--- src/abpg_pkg.sv ---
// shared types and constants for the alarm beep pattern generator
package abpg_pkg;

  // command codes
  localparam logic [1:0] CMD_TICK = 2'd0;
  localparam logic [1:0] CMD_SET  = 2'd1;
  localparam logic [1:0] CMD_STOP = 2'd2;

  // alarm levels
  localparam logic [2:0] LVL_NONE   = 3'd0;
  localparam logic [2:0] LVL_LOW    = 3'd1;
  localparam logic [2:0] LVL_HIGH   = 3'd2;
  localparam logic [2:0] LVL_INACT  = 3'd3;
  localparam logic [2:0] LVL_URGENT = 3'd4;

  // configuration register indexes
  localparam int unsigned CFG_IDX_W = 8;
  localparam logic [CFG_IDX_W-1:0] REG_IDLE_LIMIT  = 8'd0;
  localparam logic [CFG_IDX_W-1:0] REG_BEEP_LENGTH = 8'd1;
  localparam logic [CFG_IDX_W-1:0] REG_LOW_PAUSE   = 8'd2;
  localparam logic [CFG_IDX_W-1:0] REG_HIGH_PAUSE  = 8'd3;

  // configuration reset values
  localparam logic [15:0] IDLE_LIMIT_RST  = 16'd10000;
  localparam logic [15:0] BEEP_LENGTH_RST = 16'd100;
  localparam logic [15:0] LOW_PAUSE_RST   = 16'd2000;
  localparam logic [15:0] HIGH_PAUSE_RST  = 16'd500;

  typedef struct packed {
    logic [1:0]  cmd;
    logic [31:0] now_ms;
    logic [2:0]  new_level;
  } in_word_t;

  typedef struct packed {
    logic buzzer_on;
    logic expired;
  } out_word_t;

  typedef struct packed {
    logic [15:0] idle_limit;
    logic [15:0] beep_length;
    logic [15:0] low_pause;
    logic [15:0] high_pause;
  } cfg_t;

  typedef struct packed {
    logic [2:0]  level;
    logic        freshly_set;
    logic        expired_flag;
    logic [31:0] last_update_time;
    logic [31:0] last_needed_time;
    logic [31:0] last_beep_end;
    logic        beep_phase;
    logic        pin_level;
  } state_t;

endpackage

--- src/abpg_update.sv ---
// next-state logic: applies one word to the pattern state
module abpg_update import abpg_pkg::*; (
  input  cfg_t     cfg,
  input  state_t   cur,
  input  in_word_t word,
  output state_t   nxt
);

  logic        beeping;
  logic [31:0] interval;
  logic [31:0] pause;
  logic [31:0] since_update;
  logic [31:0] since_needed;
  logic [31:0] since_beep;
  logic [31:0] needed_ref;

  assign beeping = (cur.level == LVL_LOW) || (cur.level == LVL_HIGH) ||
                   (cur.level == LVL_INACT);
  assign interval = beeping ? {16'd0, cfg.beep_length} : 32'd0;
  assign pause = (cur.level == LVL_LOW) ? {16'd0, cfg.low_pause}
                                        : {16'd0, cfg.high_pause};
  assign since_update = word.now_ms - cur.last_update_time;
  assign since_beep   = word.now_ms - cur.last_beep_end;
  assign needed_ref   = cur.last_needed_time;
  assign since_needed = word.now_ms - needed_ref;

  always_comb begin
    nxt = cur;
    unique case (word.cmd)
      CMD_TICK: begin
        if (!cur.freshly_set && ((cur.level == LVL_NONE) || cur.expired_flag)) begin
          // idle or expired: hold the pin low, watch for expiry
          if (!cur.expired_flag && (since_needed >= {16'd0, cfg.idle_limit})) begin
            nxt.expired_flag = 1'b1;
          end
          nxt.beep_phase = 1'b0;
          nxt.pin_level  = 1'b0;
        end else begin
          if (cur.freshly_set) begin
            nxt.freshly_set      = 1'b0;
            nxt.last_needed_time = word.now_ms;
          end
          if (since_update >= interval) begin
            nxt.last_update_time = word.now_ms;
            priority if (cur.level == LVL_URGENT) begin
              nxt.beep_phase = 1'b1;
            end else if (beeping) begin
              if (!cur.beep_phase) begin
                if (since_beep >= pause) begin
                  nxt.beep_phase = 1'b1;
                end
              end else begin
                nxt.beep_phase    = 1'b0;
                nxt.last_beep_end = word.now_ms;
              end
            end else begin
              nxt.beep_phase = 1'b0;
            end
            nxt.pin_level = nxt.beep_phase;
          end
        end
      end
      CMD_SET: begin
        if (word.new_level <= LVL_URGENT) begin
          if (word.new_level != LVL_NONE) begin
            nxt.expired_flag = 1'b0;
          end
          nxt.freshly_set = 1'b1;
          nxt.level       = word.new_level;
        end
      end
      CMD_STOP: begin
        nxt.level     = LVL_NONE;
        nxt.pin_level = 1'b0;
      end
      default: begin
      end
    endcase
  end

endmodule

--- src/alarm_beep_pattern_generator.sv ---
// Alarm beep pattern generator: each accepted word (tick, set level or stop) yields one
// result word with the buzzer pin level and the expired flag. A word is registered on
// acceptance and applied to the state, with the result registered, once the result
// register is free or emptied. One word is taken every cycle unless the receiver stalls,
// a rate set by the single state update, three 32-bit subtract-and-compare paths.
// Configuration writes are always ready and take effect at the next word.
module alarm_beep_pattern_generator import abpg_pkg::*; (
  input  logic                 clk,
  input  logic                 rst,
  input  logic                 in_valid,
  output logic                 in_stall,
  input  in_word_t             in_word,
  output logic                 out_valid,
  input  logic                 out_stall,
  output out_word_t            out_word,
  input  logic                 cfg_valid,
  output logic                 cfg_ready,
  input  logic [CFG_IDX_W-1:0] cfg_index,
  input  logic [15:0]          cfg_data
);

  cfg_t     cfg;
  state_t   state;
  state_t   state_next;
  logic     hold_valid;
  in_word_t hold_word;
  logic     advance;

  assign cfg_ready = 1'b1;

  // the held word moves on when the result register is free or being emptied
  assign advance  = hold_valid && (!out_valid || !out_stall);
  assign in_stall = hold_valid && !advance;

  always_ff @(posedge clk) begin
    if (rst) begin
      cfg.idle_limit  <= IDLE_LIMIT_RST;
      cfg.beep_length <= BEEP_LENGTH_RST;
      cfg.low_pause   <= LOW_PAUSE_RST;
      cfg.high_pause  <= HIGH_PAUSE_RST;
    end else if (cfg_valid && cfg_ready) begin
      unique case (cfg_index)
        REG_IDLE_LIMIT:  cfg.idle_limit  <= cfg_data;
        REG_BEEP_LENGTH: cfg.beep_length <= cfg_data;
        REG_LOW_PAUSE:   cfg.low_pause   <= cfg_data;
        REG_HIGH_PAUSE:  cfg.high_pause  <= cfg_data;
        default: begin
        end
      endcase
    end
  end

  abpg_update u_update (
    .cfg  (cfg),
    .cur  (state),
    .word (hold_word),
    .nxt  (state_next)
  );

  always_ff @(posedge clk) begin
    if (rst) begin
      hold_valid <= 1'b0;
    end else if (in_valid && !in_stall) begin
      hold_valid <= 1'b1;
    end else if (advance) begin
      hold_valid <= 1'b0;
    end
  end

  always_ff @(posedge clk) begin
    if (in_valid && !in_stall) begin
      hold_word <= in_word;
    end
  end

  always_ff @(posedge clk) begin
    if (rst) begin
      state.level            <= LVL_NONE;
      state.freshly_set      <= 1'b1;
      state.expired_flag     <= 1'b0;
      state.last_update_time <= 32'd0;
      state.last_needed_time <= 32'd0;
      state.last_beep_end    <= 32'd0;
      state.beep_phase       <= 1'b0;
      state.pin_level        <= 1'b0;
    end else if (advance) begin
      state <= state_next;
    end
  end

  always_ff @(posedge clk) begin
    if (rst) begin
      out_valid <= 1'b0;
    end else if (advance) begin
      out_valid <= 1'b1;
    end else if (!out_stall) begin
      out_valid <= 1'b0;
    end
  end

  always_ff @(posedge clk) begin
    if (advance) begin
      out_word.buzzer_on <= state_next.pin_level;
      out_word.expired   <= state_next.expired_flag;
    end
  end

`ifndef SYNTHESIS
  // the stored level is always a defined one
  assert property (@(posedge clk) disable iff (rst) state.level <= LVL_URGENT)
    else $error("level out of range");

  // expiry always drops the pin, and only a real level clears expiry
  assert property (@(posedge clk) disable iff (rst)
                   !(state.pin_level && state.expired_flag))
    else $error("buzzer driven while expired");

  // a held word that cannot move on is still held next cycle
  assert property (@(posedge clk) disable iff (rst)
                   hold_valid && !advance |=> hold_valid)
    else $error("held word lost");

  // a word only leaves the hold stage into a free or emptying result register
  assert property (@(posedge clk) disable iff (rst)
                   advance |-> !(out_valid && out_stall))
    else $error("result overwritten while stalled");
`endif

endmodule

--- config.mk ---
export PLATFORM = sky130hd
export DESIGN_NAME = alarm_beep_pattern_generator
export DESIGN_NICKNAME = d
export VERILOG_FILES = /design/src/abpg_pkg.sv /design/src/abpg_update.sv /design/src/alarm_beep_pattern_generator.sv
export SDC_FILE = /design/constraint.sdc
export NUM_CORES = 1
export LEC_CHECK = 0
export BUFFER_PORTS_ARGS = -buffer_cell sky130_fd_sc_hd__buf_4
export CAP_MARGIN = 15
export CORE_MARGIN = 2
export CORE_UTILIZATION = 45
export DETAILED_ROUTE_END_ITERATION = 10
export PLACE_DENSITY = 0.63
export SLEW_MARGIN = 0
export SYNTH_ARGS = -nofsm -noshare
export SYNTH_HDL_FRONTEND = slang
export SYNTH_SLANG_ARGS = --single-unit
--- constraint.sdc ---
create_clock -name clk -period 8.55 [get_ports clk]
set_input_delay 0.4275 -clock clk [delete_from_list [all_inputs] [get_ports clk]]
set_output_delay 0.4275 -clock clk [all_outputs]
set_load 0.005 [all_outputs]
Word level (Yosys, flattened, before mapping)
Index checks and enable logic that the tools add are counted.
{ "classes": {"n_addsub": 3, "magnitude_cmp": 4, "eq_ne": 12, "mux": 20, "bitwise": 2, "reduce_logical": 33} }
{ "op_table": {"columns": ["operator", "count"], "rows": [
  ["$sub A32 B32 Y32", 3],
  ["$ge A32 B32 Y1", 2],
  ["$ge A32 B16 Y1", 1],
  ["$mux W16", 2],
  ["$eq A8 B2 Y1 const B", 2],
  ["$mux W1", 12],
  ["$reduce_and A4 Y1", 3],
  ["$eq A8 B1 Y1 const B", 1],
  ["$logic_not A8 Y1", 1],
  ["$reduce_and A2 Y1", 4],
  ["$reduce_bool A2 Y1", 4],
  ["$reduce_and A7 Y1", 1],
  ["$eq A3 B2 Y1 const B", 2],
  ["$logic_not A1 Y1", 6],
  ["$pmux W3 S2", 1],
  ["$reduce_and A3 Y1", 2],
  ["$logic_and A1 B1 Y1", 5],
  ["$mux W5", 1],
  ["$logic_or A1 B1 Y1", 4],
  ["$mux W2", 2],
  ["$ne A2 B1 Y1 const B", 2],
  ["$pmux W2 S2", 1],
  ["$eq A3 B1 Y1 const B", 1],
  ["$eq A3 B3 Y1 const B", 1],
  ["9 further kinds", 10]
]} }
{ "word_totals": {"ff_bits": 208, "input_bits": 66, "out_inout_bits": 5} }

Logic depth before layout (Yosys ltp)
{ "logic_depth": {"ltp_word": 10, "depth_mapped": 23, "depth_no_buf": 23} }

Hierarchy
From an unflattened synthesis, not the netlist that was laid out.
{ "hier_totals": {"hier_cells": 2104, "area_unflattened_um2": 16403.2} }
{ "by_module_without_submodules": {"columns": ["mod", "instances", "cells_each", "area_per_inst_um2"], "rows": [
  ["abpg_update", 1, 1367, 9048.7],
  ["alarm_beep_pattern_generator", 1, 737, 7354.6]
]} }

Worst setup path after synthesis
OpenSTA, ideal clock, no wires.
{ "synth_path": {"kind": "register -> register", "start": "register hold_word[3] (netlist name)", "end": "register out_word[0] (netlist name) (data pin)", "setup_time_ns": 0.264, "arrival_ns": 4.452, "t_required_ns": 8.286, "slack_ns": 3.834, "path_stages_with_launch": 24, "n_path_buf": 0, "cell_sequence": "edfxtp_1 -> inv_1 -> ha_1 -> inv_1 -> fa_1 -> a21o_1 -> a311o_1 -> a21o_1 -> o21a_1 -> o21ai_0 -> nand2b_1 -> a21oi_1 -> xnor2_1 -> ha_1 -> a21oi_1 -> nand2_1 -> a22o_1 -> nor4b_1 -> nand3_1 -> mux2_2 -> nor4_1 -> o211ai_1 -> nor4_1 -> o21ai_1"} }
{ "synth_lines": {"columns": ["item", "line", "source"], "rows": [
  ["from (decl)", "alarm_beep_pattern_generator.sv:26", "in_word_t hold_word;"],
  ["from (signal assigned)", "alarm_beep_pattern_generator.sv:72", "hold_word <= in_word;"],
  ["to (decl)", "alarm_beep_pattern_generator.sv:15", "output out_word_t out_word,"]
]} }

Final worst setup path
{ "layout_path": {"start": "register hold_word[7] (netlist name)", "end": "register state[31] (netlist name)"} }
{ "layout_via": {"elab_chain_cells": 3} }
{ "layout_rtl": {"columns": ["item", "line", "source"], "rows": [
  ["$sub A32 B32 Y32", "abpg_update.sv:22", "assign since_update = word.now_ms - cur.last_update_time;"],
  ["$ge A32 B32 Y1", "abpg_update.sv:43", "if (since_update >= interval) begin"],
  ["$reduce_and A7 Y1 (no line)", null, null],
  ["to (signal assigned)", "alarm_beep_pattern_generator.sv:87", "state <= state_next;"],
  ["to (decl)", "alarm_beep_pattern_generator.sv:23", "state_t state;"]
]} }
Every way passes these cells.
A chain may end at the register's enable or synchronous reset.

==> flow_metrics.tcl <==
set metrics [dict create \
    hold_viol 0 \
    ys_seq_elements 208 \
    drive_gt1_share_pct 7.64 \
    synth-edff-count 39 \
    synth_largest_area_cell "dfxtp_1" \
    r2r_slack_ps 3050 \
    ys.flop_type "dfxtp_1" \
    drt_wl_total_mm 42.0 \
    startpoint "hold_word[7]$_DFFE_PP_" \
    cp_cell_sequence "ha_1 > a21oi_1 > a21oi_1 > o311a_1 > a211oi_1 > o21ai_0 > xnor2_1 > ha_1 > and4_1 > a211oi_1 > nand4_1 > a2111oi_1 > and4_1 > a31o_2 > buf_4 > o31ai_1 > a21oi_1" \
    max_cap_violations 0 \
    comb_power_share_pct 18.5 \
    setup_violations 0 \
    die_w_um 185 \
    async_reset_ff_share_pct 0 \
    antenna-diode-count 0 \
    synth_cell_types 76 \
    ys_seq_area_share_pct 30.9 \
    path_common_cell "a21oi_1" \
    syn_to_final_growth_pct 10.6 \
    initial_utilization_pct 45.5 \
    dr.pass1.iters 8 \
    ir_worst_vdd_mv 0.158 \
    cts_tree "done" \
    netlist_top_cells_area "dfxtp_1 (23%), ha_1 (12%), edfxtp_1 (8.0%)" \
    syn-mean-instance-area_um2 7.83 \
    clock_skew_ps 38.3 \
    clkPwrFrac_pct 40.8 \
    drcViolationCount 0 \
    rows 66 \
    viasPerCell 5.83 \
    multi_input_area_um2 9150 \
    tightest_slew_ps 1140 \
    final-max-slew-violation-count 0 \
    hold_start "in_word[9]" \
    tns_ps 0 \
    hold_path.class "input port to flip-flop" \
    insertion_delay_ps 550 \
    swShare_pct 28.8 \
    timing.rr.start "hold_word[7]$_DFFE_PP_" \
    port_buffers 69 \
    fp.dieH_um 185 \
    clk_pin_slew_ps 60 \
    cp.required_ps 8990 \
    yosysWarningCount 0 \
    max_freq_mhz 182 \
    clock_sinks 208 \
    register_area_um2 4550 \
    io_pins 71 \
    drt_iter0_markers 1080 \
    grt_pass1_wl_mm 66.5 \
    dr_total_vias 13600 \
    power_frac_seq_pct 40.8 \
    syn_nets 2089 \
    cts_made_buffers 24 \
    fillers 3258 \
    ant_nets 0 \
    intPower_mw 1.83 \
    synth_area_um2 14700 \
    cts_buffer_depth 3 \
    critical_path_class "flip-flop to flip-flop" \
    p_sw_uw 743 \
    cp.arrival_ps 5940 \
    rsz0062_at_grt "no" \
    grt_max_degree 91 \
    postCtsHoldBufs 0 \
    post-dp-hpwl_mm 31.3 \
    gr-total-overflow 0 \
    grt_pass1_vias 12700 \
    wl_per_cell_um 17.9 \
    netlist.area_leader.share_pct 23.0 \
    post_cts_buffers 0 \
    cp-end-kind "flip-flop" \
    cts.repair.resized 0 \
    die_area_um2 34200 \
    status "complete, no violations" \
    critPathMaxFanout 36 \
    period_needed_ps 5500 \
    fin_nets 2093 \
    cp_slowest_cell "a31o_2" \
    fin_util_pct 50.3 \
    grt_usage_pct 24.2 \
    h-tree-depth 1 \
    cts_root_buf "clkbuf_16" \
    syn_inst 1879 \
    core_um2 32400 \
    period_share_pct 64.3 \
    antenna_found_initial 0 \
    p_per_area_nw_per_um2 158 \
    max_stage_delay_ps 580 \
    p_leak_nw 6.00 \
    relSlewSlack_pct 24.3 \
    worst_setup_path_start_kind "flip-flop" \
    gp_congestion 0.987 \
]
[registers in the layout (all words and copies together), names as in the netlist]
register	cells
state	103
cfg	64
hold_word	37
out_word	2
hold_valid	1
out_valid	1
[power groups by stage]
stage	logic, mW	clock network, mW	registers (mW)
final	0.476	1.05	1.05
after global routing	0.530	1.10	1.05
after CTS	0.472	1.07	1.05
after detailed placement	0.470	0	1.07
after global placement	0.464	0	1.07
after floorplan	0.344	0	1.05
[critical path: cells and delay by family, from the launching register on]
kind / cells / cell delay (ps)
fa+ha+maj: 2 / 730
simple gates: 3 / 660
flops: 1 / 490
compound gates: 10 / 2850
buf+inv: 1 / 470
xor+xnor: 1 / 160
[cells in the final DEF (no fill, tap or decap), types with 11 or more instances in the layout]
cell	instances
inv_1	154
dfxtp_1	169
nand2_1	227
nand2b_1	12
xor2_1	23
mux2i_1	45
nor2_1	119
nand4_1	54
o21ai_0	95
buf_4	81
a31oi_1	27
edfxtp_1	39
a21o_1	28
o21bai_1	11
a211o_1	11
o21a_1	19
nor3_1	20
nand3b_1	15
xnor2_1	41
nand3_1	69
o31ai_1	36
a21oi_1	232
and3_1	15
ha_1	141
clkbuf_16	26
o21ai_1	17
a211oi_1	27
[cells in the mapped netlist (6+ instances only)]
| cell type | n |
|---|---|
| a21oi_1 | 232 |
| nand2_1 | 228 |
| dfxtp_1 | 169 |
| inv_1 | 154 |
| ha_1 | 141 |
| nor2_1 | 119 |
| o21ai_0 | 95 |
| clkbuf_1 | 74 |
| nand3_1 | 69 |
| nand4_1 | 54 |
| mux2i_1 | 45 |
| xnor2_1 | 41 |
| edfxtp_1 | 39 |
| o31ai_1 | 36 |
| a21o_1 | 28 |
| a31oi_1 | 28 |
| a211oi_1 | 27 |
| xor2_1 | 23 |
| nor3_1 | 21 |
| o21a_1 | 19 |
| o21ai_1 | 17 |
| and3_1 | 15 |
| nand3b_1 | 15 |
| buf_2 | 14 |
| nand2b_1 | 12 |
| a211o_1 | 11 |
| o21bai_1 | 11 |
| o211ai_1 | 10 |
| and2_1 | 8 |
| buf_6 | 8 |
| nor2b_1 | 7 |
| o2111ai_1 | 7 |
| a2111oi_0 | 6 |
| buf_1 | 6 |
[per-layer routing]
| layer | part of all wire, % | vias up | global-route usage [%] |
|---|---|---|---|
| li1 | - | 6736 | - |
| met1 | 46 | 6457 | 33.8 |
| met2 | 46 | 378 | 40.5 |
| met3 | 5.1 | 74 | 1.91 |
| met4 | 2.4 | 0 | 6.19 |
| met5 | 0 | - | 0 |
[stage by stage]
stage	instance area [um2]	instances	hold WS, ps	setup slack [ps]	power [mW]
2_1_floorplan	14700	1879	433	3830	1.40
3_3_place_gp	15400	2298	441	3320	1.53
3_5_place_dp	15400	2298	446	3120	1.54
4_1_cts	16300	2340	38.6	3060	2.59
5_1_grt	16300	2341	42.8	2700	2.68
6_report	16300	2341	55.1	3050	2.58
[cells by family after synthesis]
kind of cell / share of synthesized area (%)
fa+ha+maj: 12.4
simple gates: 18.3
compound gates: 24.0
flops: 30.9
other cells: 0.0255
buf+inv: 7.16
mux: 3.37
xor+xnor: 3.81
[final timing paths]
check / depth (start not counted) / to
hold reg to reg: 2 / cfg[0]$_SDFFE_PP0P_
setup reg to reg: 17 / state[31]$_SDFFE_PP0P_
setup / recovery: 17 / state[31]$_SDFFE_PP0P_
hold / removal: 1 / hold_word[9]$_DFFE_PP_
[layout make-up]
type / count / area share [%]
Tap cell: 442 / 3.40
Timing Repair Buffer: 82 / 3.80
Multi-Input combinational cell: 1413 / 56.2
Inverter: 154 / 3.55
Clock buffer: 37 / 4.74
Clock inverter: 5 / 0.353
Sequential cell: 208 / 28.0
Power figures use the tool's default switching activity.
